## src/design/gdh_pkg.sv

```systemverilog
// ----------------------------------------------------------------------------
// Grid density histogram package
// Shared constants, types and helper functions for the 3D histogram block.
// ----------------------------------------------------------------------------
`default_nettype none

package gdh_pkg;

  localparam int GridXDefault = 32;
  localparam int GridYDefault = 32;
  localparam int GridZDefault = 32;

  localparam int PosW   = 24;
  localparam int CellW  = 16;
  localparam int CountW = 32;
  localparam int BinW   = 5;
  localparam int IdxW   = 8;
  localparam int CfgIdxW = 3;
  localparam int DivSteps = PosW;
  localparam int StepW  = $clog2(DivSteps);

  localparam logic [CfgIdxW-1:0] CFG_LOW_X  = 3'd0;
  localparam logic [CfgIdxW-1:0] CFG_LOW_Y  = 3'd1;
  localparam logic [CfgIdxW-1:0] CFG_LOW_Z  = 3'd2;
  localparam logic [CfgIdxW-1:0] CFG_CELL_X = 3'd3;
  localparam logic [CfgIdxW-1:0] CFG_CELL_Y = 3'd4;
  localparam logic [CfgIdxW-1:0] CFG_CELL_Z = 3'd5;

  localparam logic [CellW-1:0] CellReset = 16'd256;

  typedef enum logic [2:0] {
    ST_CLEAR,
    ST_IDLE,
    ST_DIV,
    ST_INDEX,
    ST_READ,
    ST_UPDATE
  } gdh_state_e;

  typedef struct packed {
    logic load;
    logic div_step;
    logic index;
    logic mem_rd;
    logic update;
    logic clear;
  } gdh_cmd_t;

  typedef struct packed {
    logic kind;
    logic div_done;
    logic clear_last;
  } gdh_status_t;

  // Returns {clamped, index} for a quotient against a grid size.
  function automatic logic [IdxW:0] axis_clamp(input logic neg,
                                               input logic [PosW-1:0] q,
                                               input int grid);
    logic [IdxW:0] res;
    if (neg) begin
      res = {1'b1, {IdxW{1'b0}}};
    end else if (q >= PosW'(grid)) begin
      res = {1'b1, IdxW'(grid - 1)};
    end else begin
      res = {1'b0, q[IdxW-1:0]};
    end
    return res;
  endfunction

  function automatic logic [IdxW:0] read_clamp(input logic [BinW-1:0] r,
                                               input int grid);
    logic [IdxW:0] res;
    if (32'(r) >= 32'(grid)) begin
      res = {1'b1, IdxW'(grid - 1)};
    end else begin
      res = {1'b0, IdxW'(r)};
    end
    return res;
  endfunction

endpackage

`default_nettype wire

```

## src/design/gdh_ctrl.sv

```systemverilog
// ----------------------------------------------------------------------------
// Grid density histogram controller
// Sequences the clearing pass, the division, the bin lookup and the update.
// ----------------------------------------------------------------------------
`default_nettype none

module gdh_ctrl import gdh_pkg::*; (
  input  wire         clk_i,
  input  wire         rst_ni,
  input  wire         start,
  output logic        busy,
  input  gdh_status_t status_i,
  output gdh_cmd_t    cmd_o
);

  gdh_state_e state_q, state_d;

  always_ff @(posedge clk_i or negedge rst_ni) begin
    if (!rst_ni) begin
      state_q <= ST_CLEAR;
    end else begin
      state_q <= state_d;
    end
  end

  always_comb begin
    state_d = state_q;
    cmd_o   = '0;
    busy    = 1'b1;
    case (state_q)
      ST_CLEAR: begin
        cmd_o.clear = 1'b1;
        if (status_i.clear_last) begin
          state_d = ST_IDLE;
        end
      end
      ST_IDLE: begin
        busy = 1'b0;
        if (start) begin
          cmd_o.load = 1'b1;
          state_d    = ST_DIV;
        end
      end
      ST_DIV: begin
        if (status_i.kind) begin
          state_d = ST_INDEX;
        end else begin
          cmd_o.div_step = 1'b1;
          if (status_i.div_done) begin
            state_d = ST_INDEX;
          end
        end
      end
      ST_INDEX: begin
        cmd_o.index = 1'b1;
        state_d     = ST_READ;
      end
      ST_READ: begin
        cmd_o.mem_rd = 1'b1;
        state_d      = ST_UPDATE;
      end
      ST_UPDATE: begin
        cmd_o.update = 1'b1;
        state_d      = ST_IDLE;
      end
      default: begin
        state_d = ST_IDLE;
      end
    endcase
  end

  assert property (@(posedge clk_i) disable iff (!rst_ni)
    cmd_o.update |=> state_q == ST_IDLE)
    else $error("update not followed by idle");

  assert property (@(posedge clk_i) disable iff (!rst_ni)
    cmd_o.div_step |-> !status_i.kind)
    else $error("division stepped for a read transaction");

  assert property (@(posedge clk_i) disable iff (!rst_ni)
    cmd_o.load |=> state_q == ST_DIV)
    else $error("load did not enter division");

endmodule

`default_nettype wire

```

## config.mk

```make
export PLATFORM = sky130hd
export DESIGN_NAME = gdh_ctrl
export DESIGN_NICKNAME = d
export VERILOG_FILES = /design/src/design/gdh_pkg.sv /design/src/design/gdh_ctrl.sv
export SDC_FILE = /design/constraint.sdc
export NUM_CORES = 1
export LEC_CHECK = 0
export BUFFER_PORTS_ARGS = -buffer_cell sky130_fd_sc_hd__buf_2
export CAP_MARGIN = 40
export CORE_AREA = 5 5 42 44
export DETAILED_ROUTE_END_ITERATION = 8
export DIE_AREA = 0 0 47 49
export PLACE_DENSITY_LB_ADDON = 0.1
export SYNTH_ARGS = -nofsm -noshare
export SYNTH_HDL_FRONTEND = slang
export SYNTH_SLANG_ARGS = --single-unit
```

## constraint.sdc

```tcl
create_clock -name clk_i -period 1.16 [get_ports clk_i]
set_input_delay 0.058 -clock clk_i [delete_from_list [all_inputs] [get_ports clk_i]]
set_output_delay 0.058 -clock clk_i [all_outputs]
set_load 0.03 [all_outputs]
```

-- Word-level counts from Yosys, hierarchy flattened
Cells that the tools add are included.
- output and inout port bits: 7
- flip-flop bits (word level): 3
- logic and storage cells: 25
- reduce and logical (&&, ||, !) cells: 2
- mux-type cells: 14
- equality and inequality tests: 8
- operators with widths (kind ; number):
    one-hot mux 3 bit (5 select lines) ; 1
    two-way mux 3 bit ; 4
    two-way mux 1 bit ; 9
    == test 3 x 2 -> 1 bit (second input constant) ; 2
    == test 3 bit (second input constant) ; 2
    != test 2 bit (second input constant) ; 2
    == test 3 x 1 -> 1 bit (second input constant) ; 1
    zero test 3 bit ; 1
    != test 3 bit (second input constant) ; 1
    AND reduction 3 bit ; 1

-- Depth between registers and ports, before layout
Gate-level depths: netlist of the first run.
- depth after elaboration: 3
- depth in mapped cells: 3

-- Worst setup path after synthesis of the first run
No wires, ideal clock.
- path kind: reg-to-output
- start point: register state_q[0]
- end point: output cmd_o[4] (netlist bit)
- cell stages (with the launch flop): 3
- data required time: 1.102 ns
- setup slack: -0.469 ns
- data arrival time: 1.571 ns
- path through: dfrtp_1 -> buf_4 -> nor4b_1
- RTL lines (what ; RTL line ; source):
    start: declaration ; gdh_ctrl.sv:16 ; gdh_state_e state_q, state_d;
    start signal: assignment ; gdh_ctrl.sv:22 ; state_q <= state_d;
    end: declaration ; gdh_ctrl.sv:13 ; output gdh_cmd_t cmd_o

==> results of run 1 <==
worst register-to-register path: stages (launching register included):
cell      delay (ps)
dfrtp_1          390
buf_4            160
or3b_4           390
o311ai_2          80
per-stage QoR:
step	hold slack, ps	total power, mW	instance area [um^2]	utilization, %	TNS, ps
final	126.8	1.267	420.4	30.00	-439.8
after CTS	118.3	1.213	391.6	27.95	-589.8
after floorplan	-237.6	0.7356	236.5	-	-196.0
after global routing	145.6	1.376	420.4	30.00	-873.1
after global placement	-138.0	0.9522	335.3	23.93	0
after detailed placement	-143.8	0.9507	335.3	23.93	0
cell usage after synthesis (all sizes together):
cell / number / area (um^2)
nor3b: 3 / 22.52
o21bai: 1 / 7.510
o311ai: 1 / 8.760
a21oi: 1 / 5.000
dfrtp: 3 / 75.07
inv: 2 / 7.510
nor2: 3 / 13.77
nand2: 1 / 3.750
nand3b: 1 / 7.510
nor4b: 1 / 8.760
nand2b: 1 / 6.260
nor3: 1 / 5.000
buf: 2 / 18.77
or3b: 2 / 20.02
cell usage in the layout (no fill, tap or decap):
| master | instances |
|---|---|
| nor3_2 | 1 |
| inv_2 | 1 |
| clkbuf_4 | 3 |
| nand3b_1 | 1 |
| inv_1 | 1 |
| buf_6 | 4 |
| nor3b_2 | 2 |
| dfrtp_1 | 3 |
| nand2_1 | 1 |
| nand2b_1 | 1 |
| buf_2 | 6 |
| o21bai_1 | 1 |
| nor2_4 | 1 |
| nor2_1 | 2 |
| o311ai_2 | 1 |
| nor3b_1 | 1 |
| nor4b_4 | 1 |
| buf_4 | 7 |
| a21oi_1 | 1 |
| dlygate4sd3_1 | 1 |
| clkbuf_1 | 1 |
| or3b_4 | 2 |
layout make-up:
class	instances	area, um^2
clock buffer	4	26.28
inverter	2	7.507
fill	169	980.9
tap	16	20.02
timing repair buffer	18	137.6
sequential	3	75.07
multi-input combinational	16	153.9
final timing paths:
kind	start	endpoint	cells after the start
max in group asynchronous	rst_ni	state_q[1]$_DFFE_PN0P_	2
hold reg to reg	state_q[2]$_DFFE_PN0P_	state_q[1]$_DFFE_PN0P_	2
setup / recovery	state_q[2]$_DFFE_PN0P_	cmd_o[5]	3
setup reg to reg	state_q[1]$_DFFE_PN0P_	state_q[0]$_DFFE_PN0P_	3
min in group asynchronous	rst_ni	state_q[0]$_DFFE_PN0P_	2
hold / removal	start	state_q[1]$_DFFE_PN0P_	3
per-layer routing:
layer	global-route usage (%)	wire length [um]	share of wire (%)	vias up
met5	0	0	0	-
li1	-	-	-	118
met2	9.502	285	45	14
met1	8.791	267	42	110
met3	5.166	80	13	0
met4	4.147	0	0	0
timing repair:
item	4_1_cts	5_1_grt
buffers inserted	0	0
pin swaps	3	3
endpoints found under the setup margin	6	8
resized for setup	8	7
endpoints found under the hold margin	3	0
hold buffers	1	0
report_power, final:
group | leakage (nW) | switching [mW] | internal (mW)
registers | 0.0378 | 0.0403 | 0.155
clock network | 0.0150 | 0.0540 | 0.129
logic | 0.137 | 0.471 | 0.418
kinds of logic (layout without fill, tap and decap cells):
family / Yosys count / in the layout / synth area share, %
flops: 3 / 3 / 35.71
buf+inv: 4 / 24 / 12.50
compound gates: 3 / 3 / 10.12
simple gates: 13 / 13 / 41.67
==> flow_summary.json, run 1 <==
{
  "ys_warn_count": 0,
  "period_share_pct": 112.9,
  "portBuffers": 12,
  "crit_slowest_cell": "or3b_4",
  "antenna_found_initial": 0,
  "cpPeakStageDelay_ps": 420,
  "ys_ff_latch": 3,
  "first_pass_iters": 2,
  "rrSetupSlack_ps": 40,
  "antenna_cells": 0,
  "postSynthCellCount": 23,
  "antenna_left": 0,
  "largest_reg_flops": 3,
  "h-tree-depth": 1,
  "die_w_um": 47,
  "globalplace.congestion": 0.6698,
  "dp.cells": 54,
  "layout_setup_ws_ps": -150.0,
  "fin_skew_ps": 5.140,
  "drive_above_1_share_pct": 67.44,
  "numCtsBuffers": 3,
  "start_util_pct": 15.00,
  "dp_slack_ps": 26.20,
  "cts_tree": "built",
  "tightest_slew_ps": 234.6,
  "die-area_um2": 2303,
  "grt_use_total_pct": 7.394,
  "ir_worst_vdd_v": 0.001132,
  "top_register": "state_q",
  "syn_area_um2": 210.2,
  "post_drt_via_cell_ratio": 4.102,
  "fp.coreArea_um2": 1401,
  "status": "finished with violations",
  "cap_violations": 0,
  "crit_arrival_ps": 1250,
  "numClockSinks": 3,
  "clock.fmax_mhz": 763.4,
  "crit_path_start_kind": "flop",
  "wl_per_cell_um": 10.73,
  "layout.cells.non_filler": 59,
  "crit_buf_inv": 1,
  "crit_required_ps": 1100,
  "finalNetCount": 50,
  "drc_errors": 0,
  "first_global_vias": 285,
  "syn_area_per_cell_um2": 9.139,
  "hp-class": "primary input to flop",
  "die_y_um": 49,
  "drv_slew": 0,
  "detail_route.iter0.violations": 1,
  "ios": 13,
  "pwr_density_cell_nw_per_um2": 3015,
  "hold_violations": 0,
  "syn_nets": 29,
  "slew_headroom_pct": 84.33,
  "rsz0062_at_grt": "true",
  "end_kind": "output pin",
  "cts_max_path_buffers": 2,
  "vias": 242,
  "dp_hpwl_um": 497,
  "synth_cell_types": 17,
  "largestRegisters": "state_q (3)",
  "seq_area_frac_synth_pct": 35.71,
  "clock_latency_ps": 230,
  "grt_max_degree": 8,
  "cts_root_buf": "clkbuf_4",
  "drt-total-wl_um": 633,
  "p_leak_nw": 0.1895,
  "clk_pin_slew_ps": 30,
  "cp_top_family": "simple AND/OR/NAND/NOR gates",
  "violations": "setup timing",
  "crit_fanout": 2,
  "setup_viol": 6,
  "globalRouteOverflowTotal": 0,
  "grt_pass1_wl_um": 1214,
  "setup.worst_path.class": "flop to output pin",
  "rows": 14,
  "worstPathCellList": "or3b_4 -> nor2_4 -> buf_6",
  "period_minus_slack_ps": 1310,
  "syn_to_final_growth_pct": 100.0
}
Note: power is estimated with default switching activity, not from simulation.
==> run 2, diff against run 1 <==
--- a/config.mk
+++ b/config.mk
@@ -10,6 +10,7 @@
 export CORE_AREA = 5 5 42 44
 export DETAILED_ROUTE_END_ITERATION = 8
 export DIE_AREA = 0 0 47 49
+export MAX_ROUTING_LAYER = met4
 export PLACE_DENSITY_LB_ADDON = 0.1
 export SYNTH_ARGS = -nofsm -noshare
 export SYNTH_HDL_FRONTEND = slang
==> run 2 against run 1 <==
- the run still ends with setup timing left
- non-clock buffer count is the same
- design area is the same
- combinational power is essentially flat
- hold slack is essentially flat
- critical path depth is the same
- via count is the same
- critical endpoint unchanged
- largest cell class unchanged
- largest power group unchanged
==> flow_summary.json, run 2 (synthesis gave the netlist of run 1 again) <==
{
  "status": "finished with violations",
  "violations": "setup timing",
  "cts_max_path_buffers": 2,
  "ios": 13,
  "pwr_density_cell_nw_per_um2": 3015,
  "most-common-layout-cells": "buf_4 (7), buf_2 (6), buf_6 (4)",
  "crit_arrival_ps": 1250,
  "worstPathCellList": "or3b_4 -> nor2_4 -> buf_6",
  "p_sw_mw": 0.5657,
  "fin_skew_ps": 5.129,
  "utilization_pct": 30.00,
  "slew_headroom_pct": 84.33,
  "first_pass_iters": 2,
  "grt_pass1_wl_um": 1214,
  "reg2reg_from": "state_q[1]$_DFFE_PN0P_",
  "numCtsBuffers": 3,
  "cpPeakStageDelay_ps": 420,
  "netSwitchingFraction_pct": 44.64,
  "setup_viol": 6,
  "top_register": "state_q",
  "die_w_um": 47,
  "power_frac_clock_pct": 14.4,
  "period_minus_slack_ps": 1310,
  "numClockSinks": 3,
  "crit_path_start_kind": "flop",
  "rows": 14,
  "globalplace.congestion": 0.6763,
  "ir_worst_vdd_v": 0.001132,
  "die_y_um": 49,
  "antenna_cells": 0,
  "cap_violations": 0,
  "post_drt_via_cell_ratio": 4.102,
  "fp.coreArea_um2": 1401,
  "first_global_vias": 283,
  "hp-class": "primary input to flop",
  "grt_use_total_pct": 7.581,
  "layout_commonest_cell": "buf_4",
  "grt_max_degree": 8,
  "antenna_left": 0,
  "hold_slack_ps": 126.9,
  "largest_reg_flops": 3,
  "rsz0062_at_grt": "true",
  "end_kind": "output pin",
  "antenna_found_initial": 0,
  "p_leak_nw": 0.1895,
  "p_int_mw": 0.7017,
  "largestRegisters": "state_q (3)",
  "hold_start": "start",
  "h-tree-depth": 1,
  "clock_latency_ps": 230,
  "layout_setup_ws_ps": -150.0,
  "clk_pin_slew_ps": 30,
  "drt-total-wl_um": 633,
  "vias": 242,
  "period_share_pct": 112.9,
  "cts_root_buf": "clkbuf_4",
  "setup.worst_path.class": "flop to output pin",
  "globalRouteOverflowTotal": 0,
  "finalNetCount": 50,
  "crit_slowest_cell": "or3b_4",
  "drive_above_1_share_pct": 67.44,
  "tightest_slew_ps": 234.6,
  "die-area_um2": 2303,
  "endpoint": "cmd_o[5]",
  "fin_setup_tns_ps": -439.6,
  "rrSetupSlack_ps": 40,
  "detail_route.iter0.violations": 1,
  "comb_power_share_pct": 70.2,
  "cts_tree": "built",
  "crit_fanout": 2,
  "r2r_end": "state_q[0]$_DFFE_PN0P_",
  "startpoint": "state_q[2]$_DFFE_PN0P_",
  "fillers": 169,
  "drv_slew": 0,
  "dp_hpwl_um": 497,
  "clock.fmax_mhz": 763.4,
  "hold_violations": 0,
  "seqPwrFrac_pct": 15.4,
  "reg2reg_depth": 3,
  "syn_to_final_growth_pct": 100.0,
  "drc_errors": 0,
  "wl_per_cell_um": 10.73,
  "portBuffers": 12,
  "crit_required_ps": 1100,
  "start_util_pct": 15.00
}
## run 2: worst max-delay path: cells and delay by family, from the launching register on
kind                   cells  cell delay, ps
DFF                        1             380
and+or+nand+nor            2             510
buffers and inverters      1             130
## run 2: per-stage QoR
step / power (mW) / instances / cell area, um^2 / worst slack, ps
after floorplan: 0.7356 / 23 / 236.5 / -69.50
after global placement: 0.9522 / 54 / 335.3 / 22.40
after detailed placement: 0.9507 / 54 / 335.3 / 26.20
after CTS: 1.213 / 59 / 391.6 / -169.0
after global routing: 1.376 / 59 / 420.4 / -210.1
final: 1.267 / 59 / 420.4 / -150.0
## run 2: power by group through the flow
stage | Sequential (mW) | Clock (mW) | Combinational (mW)
after floorplan | 0.194 | 0 | 0.542
after global placement | 0.191 | 0 | 0.761
after detailed placement | 0.190 | 0 | 0.761
after CTS | 0.194 | 0.192 | 0.827
after global routing | 0.203 | 0.208 | 0.966
final | 0.195 | 0.183 | 0.890
## run 2: repair_timing
| action | in CTS | in global routing |
|---|---|---|
| pin swaps | 3 | 3 |
| gates resized for setup | 8 | 7 |
| hold buffers | 1 | 0 |
| buffers inserted | 0 | 0 |
| endpoints found under the setup margin | 6 | 8 |
| hold endpoints to repair | 3 | 0 |
## run 2: layer usage
| layer | track usage, % | vias to the layer above | part of all wire, % |
|---|---|---|---|
| li1 | - | 118 | - |
| met1 | 8.791 | 110 | 42 |
| met2 | 9.502 | 14 | 45 |
| met3 | 5.166 | 0 | 13 |
| met4 | 4.147 | 0 | 0 |
| met5 | - | - | 0 |
## run 2: final cells by class
class | instances | area (um^2) | share of cell area, %
inverters | 2 | 7.507 | 1.786
clock buffers | 4 | 26.28 | 6.250
flip-flops and latches | 3 | 75.07 | 17.86
repair buffers | 18 | 137.6 | 32.74
well taps | 16 | 20.02 | 4.762
multi-input cells | 16 | 153.9 | 36.61
## run 2: how the worst min path moves through the flow
stage,to,cells past startpoint,slack (ps)
floorplan,state_q[0]$_DFFE_PN0P_,0,-240
global placement,state_q[0]$_DFFE_PN0P_,1,-140
finish,state_q[1]$_DFFE_PN0P_,3,130
CTS,state_q[1]$_DFFE_PN0P_,3,120
detailed placement,state_q[0]$_DFFE_PN0P_,1,-140
global route,state_q[1]$_DFFE_PN0P_,3,150
==> run 3, diff against run 2 <==
==> constraint.sdc (replaced) <==
create_clock -name clk_i -period 1.45 [get_ports clk_i]
set_input_delay 0.0725 -clock clk_i [delete_from_list [all_inputs] [get_ports clk_i]]
set_output_delay 0.0725 -clock clk_i [all_outputs]
set_load 0.03 [all_outputs]
==> run 3 against run 2 <==
- the run now ends clean
- sequential share of layout area rose by 3.6 points
- final cell count did not move
- utilization fell by 4.2 points
- sequential power fell by 3%
- register-to-register slack improved by 300 ps
- critical path type unchanged
- largest cell class unchanged
- highest routed layer unchanged
==> flow_summary.json, run 3 (synthesis gave the netlist of run 1 again) <==
{
  "wl_per_cell_um": 10.59,
  "grt_max_degree": 11,
  "die_w_um": 47,
  "rrSetupSlack_ps": 340,
  "multi_input_area_um2": 120.1,
  "fin_skew_ps": 0.6361,
  "reg2reg_depth": 3,
  "period_share_pct": 94.27,
  "topRoutingLayerUsed": "met3",
  "hold_slack_ps": 134.0,
  "setup.worst_path.class": "flop to output pin",
  "numClockSinks": 3,
  "cts_root_buf": "clkbuf_4",
  "dp.cells": 51,
  "cts_tree": "built",
  "globalRouteOverflowTotal": 0,
  "antenna_left": 0,
  "post_drt_via_cell_ratio": 3.949,
  "top_register": "state_q",
  "crit_required_ps": 1380,
  "met1Wirelength_um": 293,
  "die_y_um": 49,
  "dr_wl_met2_um": 284,
  "slew_headroom_pct": 83.09,
  "clk_pin_slew_ps": 40,
  "ios": 13,
  "antenna_cells": 0,
  "fillers": 167,
  "grt_pass1_wl_um": 931,
  "pwr_density_cell_nw_per_um2": 2466,
  "crit_fanout": 8,
  "hp-class": "primary input to flop",
  "fin_setup_tns_ps": 0,
  "hold_violations": 0,
  "ir_worst_vdd_v": 0.0008637,
  "layout_commonest_cell": "buf_2",
  "drc_errors": 0,
  "setup_viol": 0,
  "crit_arrival_ps": 1290,
  "cts_max_path_buffers": 2,
  "h-tree-depth": 1,
  "rsz0062_at_grt": "false",
  "crit_path_start_kind": "flop",
  "most-common-layout-cells": "buf_2 (11), buf_4 (6), clkbuf_4 (3)",
  "fp.coreArea_um2": 1401,
  "clock_latency_ps": 230,
  "r2r_end": "state_q[0]$_DFFE_PN0P_",
  "drt-total-wl_um": 625,
  "dp_hpwl_um": 447.7,
  "clock.fmax_mhz": 731.6,
  "drv_slew": 0,
  "status": "finished, final reports clean",
  "syn_to_final_growth_pct": 72.02,
  "detail_route.iter0.violations": 2,
  "startpoint": "state_q[0]$_DFFE_PN0P_",
  "portBuffers": 12,
  "period_minus_slack_ps": 1367,
  "globalplace.congestion": 0.6863,
  "first_pass_iters": 4,
  "layout.cells.non_filler": 59,
  "reg2reg_from": "state_q[1]$_DFFE_PN0P_",
  "rows": 14,
  "largest_reg_flops": 3,
  "largestRegisters": "state_q (3)",
  "p_leak_nw": 0.1747,
  "antenna_found_initial": 0,
  "start_util_pct": 15.00,
  "die-area_um2": 2303,
  "drive_above_1_share_pct": 60.47,
  "vias": 233,
  "regArea_um2": 77.57,
  "p_total_mw": 0.8916,
  "endpoint": "cmd_o[4]",
  "tightest_slew_ps": 249.7,
  "first_global_vias": 226,
  "cap_violations": 0,
  "wl_met3_um": 48,
  "end_kind": "output pin",
  "finalNetCount": 50,
  "numCtsBuffers": 3,
  "grt_use_total_pct": 6.358
}
==> run 3: cell counts in the layout (fill, tap and decap cells not counted) <==
Identical to the previous run, type by type.
==> run 3: area by class of cell <==
cell class,count,area share [%]
Multi-Input combinational cell,16,33.22
Timing Repair Buffer,18,30.45
Sequential cell,3,21.45
Clock buffer,4,7.266
Tap cell,16,5.536
Inverter,2,2.076
==> run 3: worst min path at each step <==
stage                             endpoint  slack (ps)  startpoint  depth (start not counted)
global route        state_q[1]$_DFFE_PN0P_         140       start                          3
detailed placement  state_q[2]$_DFFE_PN0P_        -130      rst_ni                          1
floorplan           state_q[0]$_DFFE_PN0P_        -220      rst_ni                          0
global placement    state_q[2]$_DFFE_PN0P_        -130      rst_ni                          1
finish              state_q[1]$_DFFE_PN0P_         130       start                          3
CTS                 state_q[1]$_DFFE_PN0P_         130       start                          3
==> run 3: critical path, cell delays in order (launching register included) <==
cell and delay [ps]:
dfrtp_2 440, buf_4 150, nor4b_2 240, buf_2 230
==> run 3: where the power goes <==
part           switching, mW  total [mW]  internal (mW)  leakage [nW]
registers             0.0613       0.190          0.129        0.0354
clock network         0.0446       0.148          0.103        0.0150
logic                  0.305       0.553          0.248         0.124
total                  0.411       0.892          0.481         0.175
==> run 3: repair_timing <==
item                                   4_1_cts  5_1_grt
setup endpoints to repair                    1        1
setup buffers                                0        3
hold buffers                                 1        0
resized for setup                            1        3
endpoints found under the hold margin        3        0
==> run 3: through the flow <==
step / worst slack [ps] / utilization (%) / area (um^2)
floorplan: 127.5 / - / 221.5
global placement: 202.1 / 21.25 / 297.8
detailed placement: 186.8 / 21.25 / 297.8
CTS: 10.88 / 23.93 / 335.3
global route: 13.42 / 25.80 / 361.6
finish: 83.15 / 25.80 / 361.6
==> run 3: metal layers <==
layer  up-vias  track usage [%]
li1        120                -
met4         0            6.912
met2         9            7.240
met1       104            6.828
met3         0            3.690
met5         -                -
